`src/hdl/crc32_crc64_byte_engine_top_assert.svh`:
```
// Assertion macros for the CRC byte engine.
// Both forms sample on the rising edge of i_clk and are ignored while reset is asserted.
`ifndef CRC32_CRC64_BYTE_ENGINE_TOP_ASSERT_SVH
`define CRC32_CRC64_BYTE_ENGINE_TOP_ASSERT_SVH

`ifndef SYNTHESIS

`define CRCBE_ASSERT_SAME(lbl, ante, cons) \
    lbl: assert property (@(posedge i_clk) disable iff (!i_rst_n) (ante) |-> (cons)) \
        else $error("crcbe assertion failed");

`define CRCBE_ASSERT_NEXT(lbl, ante, cons) \
    lbl: assert property (@(posedge i_clk) disable iff (!i_rst_n) (ante) |=> (cons)) \
        else $error("crcbe assertion failed");

`else

`define CRCBE_ASSERT_SAME(lbl, ante, cons)

`define CRCBE_ASSERT_NEXT(lbl, ante, cons)

`endif

`endif

```
`src/hdl/crcbe_pkg.sv`:
```
package crcbe_pkg;

    localparam int unsigned DATA_W  = 8;
    localparam int unsigned CRC_W   = 64;
    localparam int unsigned CRC32_W = 32;
    localparam int unsigned CFG_W   = 1;

    localparam logic [CRC32_W-1:0] POLY32 = 32'h04C1_1DB7;
    localparam logic [CRC_W-1:0]   POLY64 = 64'hD800_0000_0000_0000;

    // Configuration register indexes
    localparam logic CFG_IDX_WIDTH_MODE  = 1'b0;
    localparam logic CFG_IDX_SWAP_RESULT = 1'b1;

    // 32-bit path: eight LSB-first shift steps, unrolled into an XOR network
    function automatic logic [CRC32_W-1:0] fold32(input logic [CRC32_W-1:0] x);
        logic [CRC32_W-1:0] v;
        v = x;
        for (int k = 0; k < DATA_W; k++) begin
            v = v[0] ? ((v >> 1) ^ POLY32) : (v >> 1);
        end
        return v;
    endfunction

    function automatic logic [CRC_W-1:0] fold64(input logic [CRC_W-1:0] x);
        logic [CRC_W-1:0] v;
        v = x;
        for (int k = 0; k < DATA_W; k++) begin
            v = v[0] ? ((v >> 1) ^ POLY64) : (v >> 1);
        end
        return v;
    endfunction

    function automatic logic [CRC_W-1:0] swap64(input logic [CRC_W-1:0] x);
        logic [CRC_W-1:0] v;
        for (int k = 0; k < CRC_W / 8; k++) begin
            v[8*k +: 8] = x[CRC_W - 8 - 8*k +: 8];
        end
        return v;
    endfunction

    function automatic logic [CRC_W-1:0] swap32(input logic [CRC_W-1:0] x);
        logic [CRC_W-1:0] v;
        v = '0;
        for (int k = 0; k < CRC32_W / 8; k++) begin
            v[8*k +: 8] = x[CRC32_W - 8 - 8*k +: 8];
        end
        return v;
    endfunction

endpackage

```
`src/hdl/crcbe_in_if.sv`:
```
interface crcbe_in_if;
    import crcbe_pkg::*;

    logic              valid;
    logic              ready;
    logic [DATA_W-1:0] data_byte;
    logic              last;

    modport source (output valid, output data_byte, output last, input ready);
    modport sink   (input valid, input data_byte, input last, output ready);
endinterface

```
`src/hdl/crcbe_out_if.sv`:
```
interface crcbe_out_if;
    import crcbe_pkg::*;

    logic             valid;
    logic             ready;
    logic [CRC_W-1:0] crc_value;

    modport source (output valid, output crc_value, input ready);
    modport sink   (input valid, input crc_value, output ready);
endinterface

```
`src/hdl/crc32_crc64_byte_engine_top.sv`:
```
// A result appears on o_out in the cycle after the item marked last is accepted.
// One byte per cycle unless stalled; the CRC is folded in an 8-step XOR network per width.
// The input stalls only while a finished result waits in the output register unread.
// Reset (i_rst_n low, synchronous): running CRC cleared, output empty,
// width_mode = 0 (32-bit), swap_result = 1.
`include "crc32_crc64_byte_engine_top_assert.svh"

module crc32_crc64_byte_engine_top (
    input  logic                      i_clk,
    input  logic                      i_rst_n,
    input  logic                      i_cfg_wr_en,
    input  logic                      i_cfg_index,
    input  logic [crcbe_pkg::CFG_W-1:0] i_cfg_wdata,
    crcbe_in_if.sink                  i_in,
    crcbe_out_if.source               o_out
);
    import crcbe_pkg::*;

    logic             r_width_mode;
    logic             r_swap_result;
    logic [CRC_W-1:0] r_crc;
    logic [CRC_W-1:0] n_crc;
    logic             r_out_valid;
    logic [CRC_W-1:0] r_out_crc;
    logic [CRC_W-1:0] n_out_crc;
    logic [CRC_W-1:0] fold_in;
    logic             in_acc;

    assign i_in.ready = !r_out_valid || o_out.ready;
    assign in_acc     = i_in.valid && i_in.ready;

    assign fold_in = r_crc ^ {{(CRC_W-DATA_W){1'b0}}, i_in.data_byte};

    always_comb begin
        if (r_width_mode) begin
            n_crc = fold64(fold_in);
        end else begin
            n_crc = {{(CRC_W-CRC32_W){1'b0}}, fold32(fold_in[CRC32_W-1:0])};
        end
        if (!r_swap_result) begin
            n_out_crc = n_crc;
        end else if (r_width_mode) begin
            n_out_crc = swap64(n_crc);
        end else begin
            n_out_crc = swap32(n_crc);
        end
    end

    always_ff @(posedge i_clk) begin
        if (!i_rst_n) begin
            r_width_mode  <= 1'b0;
            r_swap_result <= 1'b1;
        end else if (i_cfg_wr_en) begin
            unique case (i_cfg_index)
                CFG_IDX_WIDTH_MODE:  r_width_mode  <= i_cfg_wdata[0];
                CFG_IDX_SWAP_RESULT: r_swap_result <= i_cfg_wdata[0];
            endcase
        end
    end

    always_ff @(posedge i_clk) begin
        if (!i_rst_n) begin
            r_crc       <= '0;
            r_out_valid <= 1'b0;
        end else begin
            if (o_out.ready) begin
                r_out_valid <= 1'b0;
            end
            if (in_acc) begin
                // the last byte closes the buffer: hand off the CRC and start over
                r_crc <= i_in.last ? '0 : n_crc;
                if (i_in.last) begin
                    r_out_valid <= 1'b1;
                end
            end
        end
    end

    always_ff @(posedge i_clk) begin
        if (in_acc && i_in.last) begin
            r_out_crc <= n_out_crc;
        end
    end

    assign o_out.valid     = r_out_valid;
    assign o_out.crc_value = r_out_crc;

    `CRCBE_ASSERT_NEXT(a_last_gives_result, in_acc && i_in.last, o_out.valid)
    `CRCBE_ASSERT_NEXT(a_last_clears_crc, in_acc && i_in.last, r_crc == '0)
    `CRCBE_ASSERT_SAME(a_stall_only_when_full, !i_in.ready, r_out_valid && !o_out.ready)
    `CRCBE_ASSERT_NEXT(a_narrow_upper_zero, in_acc && !r_width_mode,
        r_crc[CRC_W-1:CRC32_W] == '0)

endmodule

```
`src/flat_wrapper.sv`:
```
// flat-port wrapper written by rule: the top's interface ports become plain ports
module crc32_crc64_byte_engine_top_flat import crcbe_pkg::*;
  (i_clk, i_rst_n, i_cfg_wr_en, i_cfg_index, i_cfg_wdata, i_in_valid, i_in_data_byte, i_in_last, i_in_ready, o_out_valid, o_out_crc_value, o_out_ready);
  crcbe_in_if i_in_i ();
  crcbe_out_if o_out_i ();
  input  logic i_clk;
  input  logic i_rst_n;
  input  logic i_cfg_wr_en;
  input  logic i_cfg_index;
  input  logic [crcbe_pkg::CFG_W-1:0] i_cfg_wdata;
  input wire logic [$bits(i_in_i.valid)-1:0] i_in_valid;
  input wire logic [$bits(i_in_i.data_byte)-1:0] i_in_data_byte;
  input wire logic [$bits(i_in_i.last)-1:0] i_in_last;
  output wire logic [$bits(i_in_i.ready)-1:0] i_in_ready;
  output wire logic [$bits(o_out_i.valid)-1:0] o_out_valid;
  output wire logic [$bits(o_out_i.crc_value)-1:0] o_out_crc_value;
  input wire logic [$bits(o_out_i.ready)-1:0] o_out_ready;
  assign i_in_i.valid = i_in_valid;
  assign i_in_i.data_byte = i_in_data_byte;
  assign i_in_i.last = i_in_last;
  assign i_in_ready = i_in_i.ready;
  assign o_out_valid = o_out_i.valid;
  assign o_out_crc_value = o_out_i.crc_value;
  assign o_out_i.ready = o_out_ready;
  crc32_crc64_byte_engine_top u_core (.i_clk(i_clk), .i_rst_n(i_rst_n), .i_cfg_wr_en(i_cfg_wr_en), .i_cfg_index(i_cfg_index), .i_cfg_wdata(i_cfg_wdata), .i_in(i_in_i), .o_out(o_out_i));
endmodule
```
`config.mk`:
```
export PLATFORM = sky130hd
export DESIGN_NAME = crc32_crc64_byte_engine_top_flat
export DESIGN_NICKNAME = d
export VERILOG_FILES = /design/src/hdl/crcbe_pkg.sv /design/src/hdl/crcbe_in_if.sv /design/src/hdl/crcbe_out_if.sv /design/src/hdl/crc32_crc64_byte_engine_top.sv /design/src/flat_wrapper.sv
export VERILOG_INCLUDE_DIRS = /design/src /design/src/hdl
export SDC_FILE = /design/constraint.sdc
export NUM_CORES = 1
export LEC_CHECK = 0
export BUFFER_PORTS_ARGS = -buffer_cell sky130_fd_sc_hd__buf_4
export CAP_MARGIN = 20
export CORE_ASPECT_RATIO = 1.2
export CORE_UTILIZATION = 40
export DETAILED_ROUTE_END_ITERATION = 12
export MAX_ROUTING_LAYER = met4
export PLACE_DENSITY = 0.67
export RECOVER_POWER = 100
export SLEW_MARGIN = 10
export SYNTH_ARGS = -nofsm -noshare
export SYNTH_HDL_FRONTEND = slang
export SYNTH_SLANG_ARGS = --single-unit
```
`constraint.sdc`:
```
create_clock -name i_clk -period 8.48 [get_ports i_clk]
set_input_delay 0.848 -clock i_clk [delete_from_list [all_inputs] [get_ports i_clk]]
set_output_delay 0.848 -clock i_clk [all_outputs]
set_load 0.1 [all_outputs]
```
; ---- Yosys cells after proc, flatten, opt, wreduce, memory -nomap -nowiden
; Cells that the tools add are included.
[classes]
n_reduce_logical = 6
bitwise_logic = 18
muxes = 23
[op_table]
columns = cell, n
row1 = $mux W64, 12
row2 = $mux W27, 8
row3 = $not A14 Y14, 8
row4 = $xor A64 B8 Y64, 1
row5 = $not A3 Y4, 8
row6 = $reduce_and A2 Y1, 2
row7 = $mux W1, 3
row8 = $logic_and A1 B1 Y1, 2
row9 = $logic_not A1 Y1, 1
row10 = $logic_or A1 B1 Y1, 1
row11 = $not A1 Y1, 1
[totals]
register_bits = 131
input_bits = 16
wordCells = 52
out_inout_bits = 66

; ---- Logic depth before layout (Yosys ltp)
; Gate-level depths: netlist of run 1.
[logic_depth]
depth_word = 20
mapped_depth = 7
depth_no_buf = 6

; ---- Worst setup path after synthesis of run 1
; Ideal clock, no wire load.
[synth_timing]
path_kind = input -> register
start = input o_out_ready
end = register u_core.r_out_crc[0], in the netlist u_core.o_out.crc_value[0], enable pin
arrival_ps = 3678
stages = 6
slack_ps = 4384
t_required_ps = 8062
cell_sequence = nand2b_1 -> and2_1 -> clkbuf_1 -> clkbuf_1 -> nand2_1 -> inv_1
[synth_between]
elab_chain_len = 3
[synth_rtl]
columns = element, line
row1 = "start, declared", flat_wrapper.sv:17  ; input wire logic [$bits(o_out_i.ready)-1:0] o_out_ready;
row2 = $logic_or A1 B1 Y1, crc32_crc64_byte_engine_top.sv:29  ; assign i_in.ready = !r_out_valid || o_out.ready;
row3 = $logic_and A1 B1 Y1, crc32_crc64_byte_engine_top.sv:30  ; assign in_acc = i_in.valid && i_in.ready;
row4 = $logic_and A1 B1 Y1, crc32_crc64_byte_engine_top.sv:80  ; if (in_acc && i_in.last) begin
row5 = "end signal, assigned", crc32_crc64_byte_engine_top.sv:81  ; r_out_crc <= n_out_crc;
row6 = "end, declared", crc32_crc64_byte_engine_top.sv:24  ; logic [CRC_W-1:0] r_out_crc;
; No other way between the ends.
; A chain may end at the register's enable or synchronous reset.

; ---- Worst setup path after layout of run 1
[layout_timing]
start = register u_core.r_swap_result
end = register u_core.r_out_crc[30], in the netlist u_core.o_out.crc_value[30] (data pin)
[layout_between]
elab_chain_len = 1
[layout_rtl]
columns = element, line
row1 = "start, declared", crc32_crc64_byte_engine_top.sv:20  ; logic r_swap_result;
row2 = "start signal, assigned", crc32_crc64_byte_engine_top.sv:56  ; CFG_IDX_SWAP_RESULT: r_swap_result <= i_cfg_wdata[0];
row3 = $mux W64, crc32_crc64_byte_engine_top.sv:40  ; if (!r_swap_result) begin
row4 = via u_core.n_out_crc[30], crc32_crc64_byte_engine_top.sv:25  ; logic [CRC_W-1:0] n_out_crc;
; The timed path passes the listed nets, and every way through them passes these cells.

==> results of run 1 <==
-- cell usage after synthesis, drive strengths merged, types with 3 or more instances --
master and number:
nand2 89, dfxtp 67, xnor2 66, edfxtp 64, nor2 59, clkbuf 37, o21ai 35, xor2 34
nand3 33, mux2i 31, a21boi 30, a21oi 18, and2 10, xnor3 10, a22o 9, a22oi 9
nor2b 9, o211ai 9, buf 8, o21a 8, o22ai 7, nor3 5, a31oi 4, inv 4
nand2b 3
-- registers in the layout, indices dropped and copies added, names as in the netlist --
register                cells
u_core.o_out.crc_value     64
u_core.o_out.valid          1
u_core.r_crc               64
u_core.r_swap_result        1
u_core.r_width_mode         1
-- routing by layer --
| layer | global-route usage | vias to the layer above |
|---|---|---|
| li1 | - | 2443 |
| met1 | 0.2760 | 2493 |
| met2 | 0.3712 | 207 |
| met3 | 0.03438 | 39 |
| met4 | 0.1006 | 0 |
| met5 | - | - |
-- cells by family (layout without fill, tap and decap cells) --
family / count (synthesis) / count (layout) / share of synthesized area
xor+xnor: 110 / 110 / 0.1951
mux: 32 / 32 / 0.04647
simple gates: 214 / 214 / 0.1343
buf+inv: 49 / 125 / 0.02730
compound gates: 133 / 133 / 0.1253
flops: 131 / 131 / 0.4715
-- critical path: cells and delay by family (launching register included) --
kind	cells	cell delay [ps]
AND/OR/NAND/NOR	1	670
AO/OA/AOI/OAI	1	640
buffers and inverters	1	2120
flip-flops	1	1260
-- metrics by stage --
step | hold WS, ps | std cells | instance area [sq um] | power (W) | utilization
finish | 489.7 | 961 | 8031 | 0.003908 | 0.4748
global route | 513.4 | 961 | 8031 | 0.004101 | 0.4748
CTS | 488.2 | 961 | 8305 | 0.003975 | 0.4910
detailed placement | 479.7 | 929 | 7687 | 0.003189 | 0.4544
global placement | 467.6 | 928 | 7682 | 0.003174 | 0.4541
floorplan | 451.2 | 669 | 6920 | 0.002722 | -
-- final timing paths --
| check | slack [ps] | to | from |
|---|---|---|---|
| setup / recovery | 3500 | u_core.o_out.crc_value[30] | u_core.r_swap_result |
| hold / removal | 490 | u_core.r_crc[32] | u_core.r_crc[32] |
| setup reg to reg | 3500 | u_core.o_out.crc_value[30] | u_core.r_swap_result |
| hold reg to reg | 490 | u_core.r_crc[32] | u_core.r_crc[32] |
-- cell usage in the layout (no fill, tap or decap), types with 18 or more instances in the layout --
cell and count:
a21oi_1 18, xor2_1 31, a21boi_0 30, nand2_1 89, nor2_1 58, nand3_1 33, dfxtp_1 67, o21ai_0 34
mux2i_1 31, clkbuf_1 71, xnor2_1 50, edfxtp_1 64
-- where the power goes --
part | total, W | switching (W) | internal, W
clock | 0.000774 | 0.000303 | 0.000471
combinational | 0.00220 | 0.00140 | 0.000801
sequential | 0.000932 | 0.000100 | 0.000832
-- area by class of cell --
class                   instances  area [sq um]
well taps                     216         270.3
clock inverters                15         192.7
repair buffers                 89         399.1
fillers                      1606          8885
flip-flops and latches        131          3263
clock buffers                  17         425.4
multi-input cells             489          3466
inverters                       4         15.01
==> flow_summary.yaml, run 1 <==
synthesis:
  synthDistinctLibCells: 44
  syn_nets: 685
  synth_async_sr_flop_share: 0
  ys.flop_type: "dfxtp_1"
  yosys-top-cells-area: "edfxtp_1 (28%), dfxtp_1 (19%), xnor2_1 (6.3%)"
  synth_top_area_cell: "edfxtp_1"
  synth_edf_count: 64
  netlist_instances: 669
  postSynthAreaPerCell_sq_um: 10.34
  ys_ff_latch: 131
  yosysSeqAreaShare: 0.4715
  syn-cell-area_sq_um: 6920
  netlist.area_leader.share: 0.2777
  synth_warnings: 0
routing:
  wl_per_cell_um: 19.55
  num_vias: 5182
  drt-initial-drc-count: 427
  drc: 0
  met3_wirelength_um: 982
  final_antenna_net_count: 0
  vias_per_cell: 5.392
  top_layer: "met4"
  wl_met2_mm: 9.524
  wl_mm: 18.79
  firstDrtPassIters: 6
  met1Wirelength_mm: 7.753
floorplan:
  core_sq_um: 16920
  die_x_um: 122.1
  io-pin-count: 82
  start_util: 0.4091
  dieArea_sq_um: 17830
  die_y_um: 146.1
  rows: 52
timing:
  finalClockSkew_ps: 14.12
  slew_headroom: -0.9325
  worstMarginPinSlew_ps: 2899
  fin_crit_ps: 4979
  maxSlewViolCount: 197
  setup_ws_ps: 3501
  hold_viol: 0
  post-route-period-util: 0.5871
  setup-tns-final_ps: 0
  setup_viol: 0
  rsz0062_at_grt: "no"
  timing.fmax_ghz: 0.2009
global_routing:
  grt_pass1_vias: 5035
  grt-ovfl-total: 0
  grt_use_total: 0.2274
  grt_pass1_wl_mm: 29.07
  antenna_found_initial: 0
  grt_start_max_net_pins: 65
clock_tree:
  ctsHtreeMaxLevel: 4
  insertion_delay_ps: 420
  numCtsBuffers: 17
  holdBufCountCts: 0
  clock-root-buffer: "clkbuf_16"
  clk_path_buf_depth: 2
  cts_setup_buffers: 0
  cts.reportedPaths.clkPinSlew_ps: 60
  clkSinkCount: 131
  cts_tree: "yes"
  post_cts_resized: 0
place:
  io_buffers: 81
  post-place-ws_ps: 5355
  hpwl_mm: 12.93
  gp_congestion: 0.9287
job:
  drv_cap: 4
layout:
  drive_gt1_frac: 0.09933
  diodes: 0
  area_growth_pct: 16.05
  fin_nets: 748
worst_hold_path:
  hp-class: "reg -> reg"
  hold_depth: 2
critical_path:
  critPathCaptureType: "flop"
  reg2regPathDepth: 3
  criticalPathCategory: "reg -> reg"
  required_ps: 8630
  cp.arrival_ps: 5130
  cp_max_fo: 52
  crit_chain: "clkbuf_1, nand2_1, o21ai_0"
  max_stage_delay_ps: 2120
  worstSetupStartpointType: "flop"
  cp_slowest_cell: "clkbuf_1"
power:
  powerDensity_nw_per_um2: 486.5
  leakage_nw: 2.959
  ir_worst_vdd_v: 0.0001467
status:
  outcome: "finished, violations left"
  violations: "max-capacitance violations, max-slew violations"
Note: power is estimated with default switching activity, not from simulation.
==> run 2: changes to the inputs <==
- clock period: 8.48 -> 4.9 ns (I/O delays scaled with it)
==> run 2 against run 1 <==
  * Sequential share of layout area fell by 0.20 points
  * Wire length rose by 1.7%
  * First-iteration DRC count rose by 16%
  * Clock skew fell by 4.7 ps
  * Critical path type unchanged
  * Total power rose by 76%
  * The run still ends with max-capacitance violations, max-slew violations left
  * Die area did not move
  * Sequential power rose by 74%
  * Critical path depth did not move
  * Utilization rose by 0.26 points
  * Global-route usage rose by 0.26 points
==> flow_summary.yaml, run 2 (synthesis gave the netlist of run 1 again) <==
clock_tree:
  post_cts_resized: 0
  holdBufCountCts: 0
  numCtsBuffers: 17
  cts_tree: "yes"
  clk_path_buf_depth: 2
  cts.reportedPaths.clkPinSlew_ps: 60
  ctsHtreeMaxLevel: 4
  clock-root-buffer: "clkbuf_16"
  insertion_delay_ps: 420
  cts_setup_buffers: 0
  clkSinkCount: 131
global_routing:
  grt_start_max_net_pins: 65
  antenna_found_initial: 0
  grt_use_total: 0.2300
  grt_pass1_wl_mm: 29.60
  grt_pass1_vias: 5101
  grt-ovfl-total: 0
floorplan:
  rows: 52
  die_y_um: 146.1
  start_util: 0.4091
  io-pin-count: 82
  die_x_um: 122.1
  core_sq_um: 16920
  dieArea_sq_um: 17830
critical_path:
  cp_max_fo: 64
  crit_chain: "and2_1, a22oi_1, o21ai_0"
  cp_slowest_cell: "dfxtp_1"
  required_ps: 5070
  max_stage_delay_ps: 2060
  worstSetupStartpointType: "flop"
  criticalPathCategory: "reg -> reg"
  cp.arrival_ps: 3650
  critPathCaptureType: "flop"
  r2r_setup_slack_ps: 1420
status:
  violations: "max-capacitance violations, max-slew violations"
  outcome: "finished, violations left"
place:
  hpwl_mm: 13.34
  io_buffers: 81
  gp_congestion: 0.9243
routing:
  vias_per_cell: 5.449
  firstDrtPassIters: 5
  drc: 0
  num_vias: 5242
  drt-initial-drc-count: 494
  wl_mm: 19.10
  wl_per_cell_um: 19.86
  final_antenna_net_count: 0
timing:
  setup_viol: 0
  setup-tns-final_ps: 0
  fin_crit_ps: 3477
  rsz0062_at_grt: "no"
  finalClockSkew_ps: 9.427
  maxSlewViolCount: 110
  worstMarginPinSlew_ps: 2564
  timing.fmax_ghz: 0.2876
  post-route-period-util: 0.7095
  hold_viol: 0
  slew_headroom: -0.7116
power:
  ir_worst_vdd_v: 0.0003155
  leakage_nw: 2.981
  powerDensity_nw_per_um2: 849.8
layout:
  diodes: 0
  drive_gt1_frac: 0.1032
  fin_nets: 749
  layout_common_cells: "nand2_1 (89), clkbuf_1 (73), dfxtp_1 (66)"
  post-route-util: 0.4774
  final_common_cell: "nand2_1"
  area_growth_pct: 16.69
worst_hold_path:
  hp-class: "in -> reg"
job:
  drv_cap: 3
==> run 2: layer usage <==
layer  share of wire  global-route usage
met3           0.052             0.04219
met5               0                   -
met1            0.42              0.2783
met2            0.48              0.3613
met4           0.044              0.1226
==> run 2: final timing paths <==
check | from | end | cells after the start
hold reg to reg | u_core.r_crc[33] | u_core.r_crc[33] | 2
hold / removal | i_cfg_wdata | u_core.r_swap_result | 3
setup reg to reg | u_core.r_swap_result | u_core.o_out.crc_value[30] | 3
setup / recovery | u_core.r_swap_result | u_core.o_out.crc_value[30] | 3
==> run 2: area by class of cell <==
| cell class | instances | area (sq um) |
|---|---|---|
| Clock buffer | 24 | 481.7 |
| Inverter | 4 | 15.01 |
| Clock inverter | 8 | 151.4 |
| Fill cell | 1585 | 8841 |
| Tap cell | 216 | 270.3 |
| Multi-Input combinational cell | 489 | 3468 |
| Timing Repair Buffer | 90 | 424.2 |
| Sequential cell | 131 | 3264 |
==> run 2: critical path, delay by kind of cell (launching register included) <==
family,cells,cell delay [ps]
flip-flops,1,2060
AND/OR/NAND/NOR,1,720
AO/OA/AOI/OAI,2,410
==> run 2: through the flow <==
stage | hold slack (ps) | power, W | instances | setup slack, ps | instance area [sq um]
finish | 308.0 | 0.006862 | 962 | 1423 | 8075
detailed placement | 483.8 | 0.005534 | 929 | 2043 | 7690
CTS | 303.3 | 0.006930 | 961 | 2312 | 8323
global route | 341.1 | 0.007136 | 962 | 1201 | 8075
floorplan | 451.2 | 0.004712 | 669 | 892.3 | 6920
global placement | 470.9 | 0.005498 | 929 | 2133 | 7690
==> run 2: power by group <==
group          internal, W  switching [W]  leakage, nW
clock             0.000894       0.000479        0.297
sequential         0.00144       0.000180         1.15
combinational      0.00140        0.00247         1.53
==> run 3: changes to the inputs <==
- ABC_AREA: not set -> 1
- clock period: 4.9 -> 3.5 ns (I/O delays scaled with it)
==> run 3 against run 2 <==
  * Highest routed layer unchanged
  * Setup slack got worse by 740 ps
  * Wire length increased by 5.1%
  * Largest power group unchanged
  * The flow still finishes with violations (max-capacitance violations, max-slew violations)
  * Cell count increased by 26%
==> flow_summary.yaml, run 3 <==
power:
  leakage_nw: 3.253
  powerDensity_nw_per_um2: 713.7
  p_total_w: 0.005749
  ir_worst_vdd_v: 0.0003386
clock_tree:
  cts.reportedPaths.clkPinSlew_ps: 60
  cts_setup_buffers: 0
  post_cts_resized: 0
  clkSinkCount: 131
  numCtsBuffers: 17
  holdBufCountCts: 0
  cts_tree: "yes"
  ctsHtreeMaxLevel: 4
  clk_path_buf_depth: 2
  clock-root-buffer: "clkbuf_16"
  insertion_delay_ps: 420
synthesis:
  synth_async_sr_flop_share: 0
  ys.flop_type: "dfxtp_1"
  syn_nets: 931
  yosysSeqAreaShare: 0.4691
  ys_ff_latch: 131
  netlist.area_leader.share: 0.2763
  synth_warnings: 0
  synth_common_cells: "nand2_1 (330), a21oi_1 (78), inv_1 (72)"
  yosys.cell_count.top_type: "nand2_1"
  synth_edf_count: 64
  netlist_instances: 915
  syn-cell-area_sq_um: 6955
  yosys-top-cells-area: "edfxtp_1 (28%), dfxtp_1 (19%), nand2_1 (18%)"
  synthDistinctLibCells: 32
  synth_top_area_cell: "edfxtp_1"
  postSynthAreaPerCell_sq_um: 7.602
layout:
  drive_gt1_frac: 0.08249
  fin_area_sq_um: 8055
  multiInputGateArea_sq_um: 3197
  final_common_cell: "nand2_1"
  fin_nets: 997
  diodes: 0
  layout_common_cells: "nand2_1 (337), a21oi_1 (78), clkbuf_1 (73)"
  finalNonFillerCells: 1210
  regArea_sq_um: 3263
  nFillCells: 1687
  area_growth_pct: 15.81
routing:
  final_antenna_net_count: 0
  wl_mm: 20.07
  drt-initial-drc-count: 676
  wl_per_cell_um: 16.59
  vias_per_cell: 5.230
  firstDrtPassIters: 5
  num_vias: 6328
  drc: 0
critical_path:
  worstSetupStartpointType: "flop"
  max_stage_delay_ps: 500
  cp.depth: 13
  reg2reg_to: "u_core.o_out.crc_value[3]"
  crit_chain: "inv_2, nand2_1, nand2_1, nand2_1, nand2_1, nand2_1, nand2_1, nand2_1, nand2_1, o21ai_0, nand2_1, nand2_1, o21ai_0"
  cp_slowest_cell: "o21ai_0"
  cp.arrival_ps: 2950
  endpoint: "u_core.o_out.crc_value[3]"
  r2r_setup_slack_ps: 680
  crit_top_cell: "nand2_1"
  crit_start: "u_core.r_crc[3]"
  criticalPathCategory: "reg -> reg"
  critPathCaptureType: "flop"
  reg2regPathDepth: 13
  crit_buf_inv: 1
  required_ps: 3630
  crit_family: "simple AND/OR/NAND/NOR gates"
  r2r-start: "u_core.r_crc[3]"
  cp_max_fo: 8
timing:
  timing.fmax_ghz: 0.3550
  rsz0062_at_grt: "no"
  post-route-period-util: 0.8048
  finalClockSkew_ps: 7.785
  setup-tns-final_ps: 0
  fin_crit_ps: 2817
  hold_viol: 0
  maxSlewViolCount: 109
  worstMarginPinSlew_ps: 1783
  setup_viol: 0
  slew_headroom: -0.1888
place:
  io_buffers: 81
  placed_area_sq_um: 7764
  gp_congestion: 0.9336
  hpwl_mm: 14.40
  placedCellCount: 1178
global_routing:
  grt_pass1_wl_mm: 31.24
  antenna_found_initial: 0
  grt_pass1_vias: 5747
  grt_start_max_net_pins: 66
  grt-ovfl-total: 0
  grt_use_total: 0.2403
floorplan:
  start_util: 0.4112
  core_sq_um: 16920
  die_x_um: 122.4
  dieArea_sq_um: 17920
  rows: 52
  io-pin-count: 82
  die_y_um: 146.5
worst_hold_path:
  hold_depth: 3
  hp-class: "in -> reg"
status:
  violations: "max-capacitance violations, max-slew violations"
  outcome: "finished, violations left"
job:
  drv_cap: 2
run 3: changes by cell type after synthesis, sizes merged, moves of 12 or more:
cell | before | now
mux2i | 31 | 0
a21boi | 30 | 0
nor2 | 59 | 38
a21oi | 18 | 78
inv | 4 | 77
o21ai | 35 | 47
xnor2 | 66 | 3
nand3 | 33 | 68
nand2 | 89 | 352
run 3: cell type report:
class	count	share of cell area
clock inverters	9	0.01615
repair buffers	93	0.05390
flip-flops and latches	131	0.4051
inverters	78	0.03635
well taps	216	0.03355
clock buffers	23	0.05809
multi-input cells	660	0.3969
run 3: power by group:
part | internal (W) | total, W | leakage (nW) | switching [W]
Sequential | 0.00178 | 0.00185 | 1.15 | 0.0000692
Combinational | 0.000485 | 0.00210 | 1.81 | 0.00162
Clock | 0.00116 | 0.00180 | 0.291 | 0.000647
run 3: metrics by stage:
| step | worst slack [ps] | util | hold WS (ps) |
|---|---|---|---|
| 3_5_place_dp | 979.3 | 0.4590 | 455.2 |
| 3_3_place_gp | 1018 | 0.4590 | 452.3 |
| 5_1_grt | 433.6 | 0.4762 | 149.1 |
| 6_report | 683.1 | 0.4762 | 136.3 |
| 2_1_floorplan | 146.2 | - | 434.7 |
| 4_1_cts | 1047 | 0.4943 | 119.6 |
run 3: worst min-delay path by stage:
stage	from	slack [ps]	endpoint
after global placement	u_core.r_crc[35]	450	u_core.r_crc[35]
after CTS	i_rst_n	120	u_core.o_out.valid
after floorplan	i_rst_n	430	u_core.r_swap_result
after detailed placement	u_core.r_crc[28]	460	u_core.r_crc[28]
final	i_rst_n	140	u_core.o_out.valid
after global routing	i_rst_n	150	u_core.r_swap_result
run 3: routing by layer:
metal	track usage	vias to the layer above	part of all wire
met5	-	-	0
met4	0.1140	0	0.041
met1	0.3113	2900	0.42
met3	0.04141	49	0.074
li1	-	3111	-
met2	0.3612	268	0.46
run 3: cells by family (layout without fill, tap and decap cells):
family | after synthesis | in the layout | share of synthesized area
xor gates and xnor gates | 44 | 44 | 0.06944
AOI/OAI and AO/OA | 148 | 148 | 0.1124
and+or+nand+nor | 468 | 468 | 0.2810
DFF | 131 | 131 | 0.4691
buffers and inverters | 124 | 203 | 0.06800
run 3: tightest hold or removal path: cells and delay by family:
family / cells / cell delay [ps]
buf+inv: 2 / 140
simple gates: 1 / 50
